### src/hdl/complex_fir_decimator_defines.svh
// assertion helpers, clocked on clk_i and quiet during reset
`ifndef COMPLEX_FIR_DECIMATOR_DEFINES_SVH
`define COMPLEX_FIR_DECIMATOR_DEFINES_SVH

`define CFD_ASSERT(name, prop, msg) \
  name: assert property (@(posedge clk_i) disable iff (!rst_ni) (prop)) else $error(msg);

`define CFD_ASSERT_IMPL(name, ante, cons, msg) \
  `CFD_ASSERT(name, (ante) |-> (cons), msg)

`endif

### src/hdl/cfd_ram.sv
module cfd_ram #(
  parameter int Depth = 256,
  parameter int Width = 16,
  localparam int Aw = $clog2(Depth)
) (
  input  logic             clk_i,
  input  logic             we_i,
  input  logic [Aw-1:0]    waddr_i,
  input  logic [Width-1:0] wdata_i,
  input  logic [Aw-1:0]    raddr_i,
  output logic [Width-1:0] rdata_o
);

  logic [Width-1:0] mem_q [Depth];
  logic [Width-1:0] rdata_q;

  always_ff @(posedge clk_i) begin
    if (we_i) begin
      mem_q[waddr_i] <= wdata_i;
    end
    rdata_q <= mem_q[raddr_i];
  end

  assign rdata_o = rdata_q;

endmodule

### config.mk
export PLATFORM = sky130hd
export DESIGN_NAME = cfd_ram
export DESIGN_NICKNAME = d
export VERILOG_FILES = /design/src/hdl/complex_fir_decimator_defines.svh /design/src/hdl/cfd_ram.sv
export SDC_FILE = /design/constraint.sdc
export NUM_CORES = 2
export LEC_CHECK = 0
export BUFFER_PORTS_ARGS = -buffer_cell sky130_fd_sc_hd__buf_2
export CAP_MARGIN = 20
export CORE_MARGIN = 2
export CORE_UTILIZATION = 50
export DETAILED_ROUTE_END_ITERATION = 12
export PLACE_DENSITY = 0.65
export SLEW_MARGIN = 15
export SYNTH_ARGS = -nofsm -noshare
export SYNTH_HDL_FRONTEND = slang
export SYNTH_SLANG_ARGS = --single-unit
### constraint.sdc
create_clock -name clk_i -period 9.6 [get_ports clk_i]
set_clock_uncertainty 0.2 [all_clocks]
set_input_delay 2.4 -clock clk_i [delete_from_list [all_inputs] [get_ports clk_i]]
set_output_delay 2.4 -clock clk_i [all_outputs]
set_load 0.02 [all_outputs]
==> parameters.txt <==
Parameter                              Value

Timing
  Maximum clock frequency    151.9 MHz
  Max Slew Vio Count    0
  Accumulated negative setup slack    0 ns
  Setup repair after global routing missed its margin    no
  Clock period minus final worst setup slack    6.584 ns
  Final number of hold-violating endpoints    0
  Final number of setup-violating endpoints    0
  Slew headroom    0.1567
  Final worst-path cycle share    0.6859
  Measured slew at the worst slew-check pin    1.252 ns

Power and ir drop
  Static leakage    56.44 nW
  Power density of the placed cells    208.2 nW/µm²
  Peak supply drop    0.1850 mV

Logic synthesis
  Post-synth design cell area    158,700 µm²
  Dominant cell type by area after synthesis    edfxtp_1
  Most instantiated cells after synthesis    edfxtp_1 (4,096), mux4_2 (797), mux2i_1 (565)
  Leading cell types by total area after synthesis    edfxtp_1 (77%), mux4_2 (11%), mux2i_1 (3.6%), o221ai_1 (1.4%), nor2_1 (0.72%)
  Avg Synthesized Cell Area    21.56 µm²
  Post-synthesis sequential element count    4,112
  Share of synthesized registers carrying an async set or reset    0
  Nets in the synthesized netlist    7,394
  Number of enable-type register cells in the synthesized netlist    4,096
  Share of the yosys chip area belonging to registers    0.7770
  Synthesis Warnings    0
  Library cells used by synthesis    52
  Area share of the largest cell type after synthesis    0.7750
  Dominant cell by count in the synthesized netlist    edfxtp_1
  Post-synthesis instance total    7,360
  Top FF cell, synth    edfxtp_1

Worst setup path
  Setup crit end kind    flop
  Worst EP required    10.24 ns
  Highest cell delay on the worst timing path    0.99 ns
  Critical-path maximum fanout    107
  Library cell contributing the largest single delay on the critical path    a22oi_1
  Startpoint type of the worst setup path    input port
  Crit-path cells    buf_12 -> buf_12 -> buf_12 -> mux2i_1 -> o22ai_1 -> o32ai_1 -> a22oi_1 -> nand4_1 -> nor4_1
  Worst Path Arrival    7.23 ns
  Cell with the most instances on the worst path    buf_12
  Critical path class    input port to flop

Final layout
  Non-filler cells in the finished layout    12,280
  Multi-input combinational cell area    33,020 µm²
  Layout area overhead    12.48%
  Fill cells    22,980
  Share of post-route cells with drive strength above 1    0.2466
  Final core utilization    0.5659
  Nets    7,800
  Storage cell area    123,300 µm²

Drt
  Initial DRC Count    10,830
  DRC violation count after routing    0
  Post-route antenna net violation count    0
  DR vias    79,270
  Top sig layer    met5
  Avg WL per Cell    33.84 µm
  Routed wl met3    39.70 mm
  Number of vias per cell    6.458
  Met2 WL post-DR    199.3 mm
  Total wirelength of the detailed-routed design    415.3 mm
  Routed metal-1 wirelength    162.1 mm
  Detailed-router iteration count before antenna repair    5

Placed design
  Cell count after placement    11,510
  Routability cong.    0.8800
  Detail Placement HPWL    242.1 mm
  Total of buffers placed on input and output ports    49

Clock network
  # H-tree levels    5
  Clock transition at path regs    0.06 ns
  Buffer type at the clock tree root    clkbuf_16
  Number of buffers inserted during clock tree synthesis    405
  Clock tree from TritonCTS    done
  Post-CTS setup-driven buffer insertion count    0
  CTS max path bufs    4
  Clock insertion delay at the later pin of the skew report    0.98 ns
  Hold buffer count at cts    0
  Resize count post-CTS    0
  Sink count of the clock tree    4,112

Floorplanning
  Total die area    322,000 µm²
  Horizontal die dimension    567.4 µm
  Die span in y    567.4 µm
  Top-Level Pins    50
  Row Count    206
  Initial core utilization    0.5031
  Area inside the core boundary    315,500 µm²

Min path
  Worst hold path type    flop to flop

Global routing
  Combined global-route utilization of all metal layers    0.2556
  Total grt overflow    0
  Maximum number of pins on one net before global-route repair    153
  Vias in the first global route    77,560
  Wire length of the first global-routing pass    587.0 mm
  Number of antenna violations at the first check in global routing    27

Run status
  Status    completed

Flow run
  Number of max-cap violations    0
-- report_power, final --
group	internal, mW	switching (mW)
clock	8.75	6.78
combinational	0.598	1.21
sequential	19.8	0.0353
-- critical path: cells and delay by family --
| kind | cells | cell delay (ns) |
|---|---|---|
| buf+inv | 3 | 1.59 |
| mux | 1 | 0.16 |
| simple gates | 2 | 1.31 |
| compound gates | 3 | 1.40 |
-- stage by stage --
step	power, mW	hold WS, ns	cell area (µm²)	setup WS (ns)
final	37.17	0.8852	178500	3.016
after global routing	38.13	0.9380	178500	3.032
after CTS	37.36	0.8891	178400	3.202
after detailed placement	22.01	0.8325	165300	2.153
after global placement	21.98	0.8491	165200	2.159
after floorplan	21.18	0.6538	158700	4.835
-- final cells by class --
type	instances	share of cell area
inverter	4	0.0001542
multi-input combinational	2792	0.1850
tap	4160	0.02916
timing repair buffer	451	0.02179
sequential	4112	0.6908
antenna	9	0.0001262
clock buffer	499	0.05909
clock inverter	248	0.01389
-- state kept, by name, summed over array words and instances (netlist names) --
register and flops:
mem_q 4096, rdata_o 16
-- final timing paths --
check                     start    endpoint  slack [ns]  depth (start not counted)
setup / recovery     raddr_i[0]  rdata_o[1]        3.02                          9
hold / removal    mem_q[192][9]  rdata_o[9]        0.89                          6
setup reg to reg   mem_q[97][1]  rdata_o[1]        6.19                          6
hold reg to reg   mem_q[192][9]  rdata_o[9]        0.89                          6
-- kinds of logic after synthesis --
family                 after synthesis  share of synthesized area
multiplexers                      1450                     0.1550
AND/OR/NAND/NOR                    556                    0.01574
flip-flops                        4112                     0.7770
AO/OA/AOI/OAI                      786                    0.03537
buffers and inverters              456                    0.01693
-- routing by layer --
layer,track usage,vias up
met5,0,-
met4,0.08452,2
met3,0.04856,618
met2,0.4044,4176
met1,0.3610,42360
li1,-,32110
-- cells in the final DEF, fill, tap and decap left out, drive strengths merged, types with 3 or more instances in the layout --
cell / instances
nand2b: 3
nand4b: 3
mux2: 88
nand2: 38
and3: 11
mux2i: 565
buf: 448
a2111oi: 6
diode: 9
clkinv: 192
o21ai: 38
nor2: 304
a22oi: 43
bufinv: 33
o32ai: 21
nor3: 92
a211oi: 18
o221ai: 253
a22o: 32
a21oi: 175
dfxtp: 16
inv: 18
clkinvlp: 9
nand3: 35
nor2b: 9
o31ai: 16
o22ai: 148
nand4: 26
clkbuf: 502
a221oi: 28
or2: 5
a31oi: 6
nor4: 18
mux4: 797
edfxtp: 4096
Power figures use the tool's default switching activity.
