$ cat src/hdl/complex_fir_decimator_defines.svh
// assertion helpers, clocked on clk_i and quiet during reset
`ifndef COMPLEX_FIR_DECIMATOR_DEFINES_SVH
`define COMPLEX_FIR_DECIMATOR_DEFINES_SVH

`define CFD_ASSERT(name, prop, msg) \
  name: assert property (@(posedge clk_i) disable iff (!rst_ni) (prop)) else $error(msg);

`define CFD_ASSERT_IMPL(name, ante, cons, msg) \
  `CFD_ASSERT(name, (ante) |-> (cons), msg)

`endif

$ cat src/hdl/cfd_pkg.sv
package cfd_pkg;

  localparam int MAX_TAPS  = 256;
  localparam int TAP_AW    = $clog2(MAX_TAPS);
  localparam int SAMPLE_W  = 16;
  localparam int COEF_W    = 16;
  localparam int ACC_W     = 40;
  localparam int PROD_W    = SAMPLE_W + COEF_W;
  localparam int CFG_W     = 9;
  localparam int CFG_IW    = 1;
  localparam int PHASE_W   = 8;
  localparam int MAX_DECIM = 256;

  typedef enum logic {
    REQ_SAMPLE = 1'b0,
    REQ_COEF   = 1'b1
  } req_type_e;

  typedef enum logic [CFG_IW-1:0] {
    CFG_DECIM = 1'b0,
    CFG_TAPS  = 1'b1
  } cfg_idx_e;

  typedef struct packed {
    logic                       req_type;
    logic signed [SAMPLE_W-1:0] sample_i;
    logic signed [SAMPLE_W-1:0] sample_q;
    logic [TAP_AW-1:0]          tap_index;
    logic signed [COEF_W-1:0]   tap_value;
  } req_t;

  typedef struct packed {
    logic signed [SAMPLE_W-1:0] out_i;
    logic signed [SAMPLE_W-1:0] out_q;
    logic                       saturated;
  } res_t;

  typedef struct packed {
    logic vld;
    logic first;
    logic last;
  } mac_ctrl_t;

endpackage

$ cat src/hdl/cfd_mac.sv
module cfd_mac import cfd_pkg::*; (
  input  logic                       clk_i,
  input  logic                       rst_ni,
  input  mac_ctrl_t                  ctrl_i,
  input  logic signed [COEF_W-1:0]   coef_i,
  input  logic signed [SAMPLE_W-1:0] smp_i_i,
  input  logic signed [SAMPLE_W-1:0] smp_q_i,
  output logic                       done_o,
  output res_t                       res_o
);

  localparam int RW = ACC_W - COEF_W + 2;
  localparam logic signed [RW-1:0] SMAX = RW'((2 ** (SAMPLE_W - 1)) - 1);
  localparam logic signed [RW-1:0] SMIN = ~SMAX;

  mac_ctrl_t                ctrl_q;
  logic signed [PROD_W-1:0] prod_i_q, prod_q_q;
  logic signed [ACC_W-1:0]  acc_i_q, acc_q_q;
  logic signed [ACC_W-1:0]  base_i, base_q;
  logic                     done_q;

  // rounded value in the low bits, clip flag on top
  function automatic logic [SAMPLE_W:0] round_sat(input logic signed [ACC_W-1:0] acc);
    logic signed [RW-1:0] v;
    logic                 clip;
    logic [SAMPLE_W-1:0]  r;
    v = $signed({acc[ACC_W-1], acc[ACC_W-1:COEF_W-1]})
        + $signed({{(RW-1){1'b0}}, acc[COEF_W-2]});
    clip = 1'b0;
    r = v[SAMPLE_W-1:0];
    if (v > SMAX) begin
      clip = 1'b1;
      r = SMAX[SAMPLE_W-1:0];
    end else if (v < SMIN) begin
      clip = 1'b1;
      r = SMIN[SAMPLE_W-1:0];
    end
    return {clip, r};
  endfunction

  assign base_i = ctrl_q.first ? '0 : acc_i_q;
  assign base_q = ctrl_q.first ? '0 : acc_q_q;

  always_ff @(posedge clk_i or negedge rst_ni) begin
    if (!rst_ni) begin
      ctrl_q <= '0;
      done_q <= 1'b0;
    end else begin
      ctrl_q <= ctrl_i;
      done_q <= ctrl_q.vld && ctrl_q.last;
    end
  end

  always_ff @(posedge clk_i) begin
    prod_i_q <= coef_i * smp_i_i;
    prod_q_q <= coef_i * smp_q_i;
    if (ctrl_q.vld) begin
      acc_i_q <= base_i + ACC_W'(prod_i_q);
      acc_q_q <= base_q + ACC_W'(prod_q_q);
    end
  end

  logic [SAMPLE_W:0] fin_i, fin_q;

  assign fin_i = round_sat(acc_i_q);
  assign fin_q = round_sat(acc_q_q);

  assign res_o.out_i     = fin_i[SAMPLE_W-1:0];
  assign res_o.out_q     = fin_q[SAMPLE_W-1:0];
  assign res_o.saturated = fin_i[SAMPLE_W] | fin_q[SAMPLE_W];
  assign done_o          = done_q;

endmodule

$ cat config.mk
export PLATFORM = sky130hd
export DESIGN_NAME = cfd_mac
export DESIGN_NICKNAME = d
export VERILOG_FILES = /design/src/hdl/complex_fir_decimator_defines.svh /design/src/hdl/cfd_pkg.sv /design/src/hdl/cfd_mac.sv
export SDC_FILE = /design/constraint.sdc
export NUM_CORES = 2
export LEC_CHECK = 0
export BUFFER_PORTS_ARGS = -buffer_cell sky130_fd_sc_hd__buf_2
export CAP_MARGIN = 20
export CORE_UTILIZATION = 49
export DETAILED_ROUTE_END_ITERATION = 6
export PLACE_DENSITY = 0.74
export SKIP_CTS_REPAIR_TIMING = 1
export SYNTH_ARGS = -nofsm -noshare
export SYNTH_HDL_FRONTEND = slang
export SYNTH_SLANG_ARGS = --single-unit
$ cat constraint.sdc
create_clock -name clk_i -period 3.5 [get_ports clk_i]
set_clock_uncertainty 0.15 [all_clocks]
set_input_delay 0.175 -clock clk_i [delete_from_list [all_inputs] [get_ports clk_i]]
set_output_delay 0.175 -clock clk_i [all_outputs]
set_load 0.005 [all_outputs]
==> flow_summary.yaml <==
critical_path:
  worst-path-max-fanout: 8
  cpLargestDelayFamily: "adder cells"
  worstPathCellList: "buf_12, buf_6, and2_4, fa_1, inv_2, fa_1, fa_1, inv_1, fa_1, fa_1, inv_1, fa_1, inv_2, ha_4, nand3_4, nor2_2, or4b_4, a211oi_4, nor4_2, or3_1, o311ai_2"
  worst_setup_path_end_kind: "flip-flop"
  cp_slowest_cell: "fa_1"
  crit_type: "primary input to flip-flop"
  slowest_delay_ns: 0.55
  crit_buf_inv: 6
  cp_common_cell: "fa_1"
  crit_arrival_ns: 5.75
  cp-start-kind: "primary input"
  critPathRequiredTime_ns: 3.74
yosys:
  synth-edff-count: 80
  synthTopCellsByArea: "fa_1, ha_1, inv_1"
  synthDistinctLibCells: 85
  synth_warnings: 0
  netlist_top_cells_count: "inv_1, fa_1, nand2_1, and2_1, ha_1"
  synth_area_um2: 29600
  synth_ff_type: "edfxtp_1"
  postSynthCellCount: 3268
  synth_seq_cells: 148
  synth_most_common_cell: "inv_1"
  async_flop_share_pct: 2.70
  seq_area_frac_synth_pct: 12.8
  synth_top_cell_by_area: "fa_1"
  synth.net_count: 4093
  synth_area_per_cell_um2: 9.05
  synth.top_cell.area_share_pct: 35.6
sta:
  rsz0062_at_grt: "true"
  relSlewSlack_pct: 62.5
  worst_slew_pin_slew_ns: 0.555
  final.min_clock_period_ns: 5.50
  drv_slew: 0
  setup_viol: 52
  period_share_pct: 157
  clock.fmax_mhz: 182
  final.setup.tns_ns: -69.91
  hold_viol: 0
  setup_ws_ns: -2.00
clock_tree:
  cts_tree: "done"
  cts-root-buf: "clkbuf_16"
  cts.sinks: 148
  clockBufferDepth: 2
  htreeDepth: 4
  insertion_delay_ns: 0.49
  numCtsBuffers: 17
  path_clk_slew_ns: 0.06
route:
  drt_iter0_drc: 1624
  via_count: 24200
  drt_pass1_iterations: 7
  vias_per_cell: 5.30
  ant_nets: 0
  wire_per_inst_um: 16.1
  drc: 6
  finalWirelength_um: 73700
place:
  place_congestion: 0.902
  placed_cells: 4442
  dp_worst_setup_slack_ns: -2.60
  port_buffers: 86
  hpwl_um: 57100
floorplan:
  row_count: 89
  die-width_um: 248
  core_area_um2: 59400
  start_util_pct: 49.9
  die-area_um2: 61400
  ioPinCount: 87
  die_h_um: 248
status:
  violations: "design-rule violations, negative setup slack"
  status: "finished, violations left"
global_route:
  grt_use_total_pct: 23.4
  grt_overflow_total: 0
  grt_pass1_wl_um: 115000
  grt_pass1_vias: 24100
  grt_max_degree: 39
  antenna_found_initial: 1
final_layout:
  fin_nets: 4606
  drive_above_1_share_pct: 26.5
  final_cell_count_no_fill: 4567
  fillers: 4507
  antennaDiodeCount: 0
  area_growth_pct: 28.7
run:
  max_cap_violations: 0
hold_path:
  hold_path_class: "primary input to flip-flop"
[metal layers]
metal | routed length [µm] | track usage [%] | part of all wire [%] | vias up
li1 | - | - | - | 11300
met1 | 32300 | 33.4 | 44 | 12100
met2 | 34900 | 36.9 | 47 | 734
met3 | 5070 | 4.22 | 6.9 | 84
met4 | 1400 | 5.68 | 1.9 | 2
met5 | 13 | 0 | 0.018 | -
[registers in the layout, indices dropped and copies added, names as in the netlist]
| name | cells |
|---|---|
| acc_i_q | 40 |
| acc_q_q | 40 |
| ctrl_q | 3 |
| done_o | 1 |
| prod_i_q | 32 |
| prod_q_q | 32 |
[layout make-up]
class,count,area [µm²],share of cell area [%]
multi-input cells,2366,24900,65.3
repair buffers,603,5380,14.1
flip-flops and latches,148,3790,9.95
inverters,645,2430,6.37
well taps,773,967,2.54
clock buffers,21,472,1.24
clock inverters,11,174,0.457
[cells in the final DEF, fill, tap and decap left out, types with 15 or more instances in the layout]
master	count
nand2_2	19
buf_4	413
dfxtp_1	64
nand2_1	293
xnor2_1	108
inv_2	33
o21a_1	20
xor2_1	39
o21bai_1	20
fa_2	24
ha_2	15
o21ai_1	41
a21o_1	59
ha_1	188
nand3_1	34
buf_12	30
clkbuf_16	29
a21oi_2	35
and2_4	43
o21ai_0	43
nor3_1	30
buf_6	75
edfxtp_1	80
and2_1	212
fa_1	502
buf_2	49
nand2b_1	25
a21oi_1	69
inv_1	610
and3_1	18
nand4_1	18
nor2_1	128
nor2b_1	70
ha_4	43
buf_8	15
[kinds of logic after synthesis]
logic type | count (synthesis) | synth area share, %
fa+ha+maj | 772 | 46.0
xor+xnor | 149 | 4.41
mux | 3 | 0.106
flops | 148 | 12.8
simple gates | 995 | 17.1
buf+inv | 754 | 9.62
compound gates | 447 | 10.0
[worst min-delay path, cell delays in order]
cell and delay [ns]:
buf_6 0.11, buf_6 0.11, buf_6 0.12, and2_1 0.12
[stage by stage]
| step | util [%] | instance area [µm²] | hold WS [ns] |
|---|---|---|---|
| finish | 64.2 | 38100 | 0.0287 |
| global route | 64.2 | 38100 | 0.0179 |
| CTS | 59.2 | 35100 | -0.704 |
| detailed placement | 58.1 | 34500 | -0.168 |
| global placement | 58.1 | 34500 | -0.171 |
| floorplan | - | 30600 | -0.271 |
[worst paths after layout]
kind | start | end | slack (ns) | depth (start not counted)
min reg2reg | ctrl_q[0]$_DFF_PN0_ | done_o$_DFF_PN0_ | 0.31 | 1
max | coef_i[9] | prod_q_q[30]$_DFF_P_ | -2.00 | 21
min in group asynchronous | rst_ni | ctrl_q[2]$_DFF_PN0_ | 0.43 | 3
min | coef_i[0] | prod_q_q[0]$_DFF_P_ | 0.03 | 4
max reg2reg | ctrl_q[1]$_DFF_PN0_ | acc_q_q[39]$_DFFE_PP_ | -0.10 | 14
max in group asynchronous | rst_ni | ctrl_q[2]$_DFF_PN0_ | 2.58 | 3
Power is not shown: default switching activity piles up to over one toggle a cycle in this logic, so the estimate is an artifact.
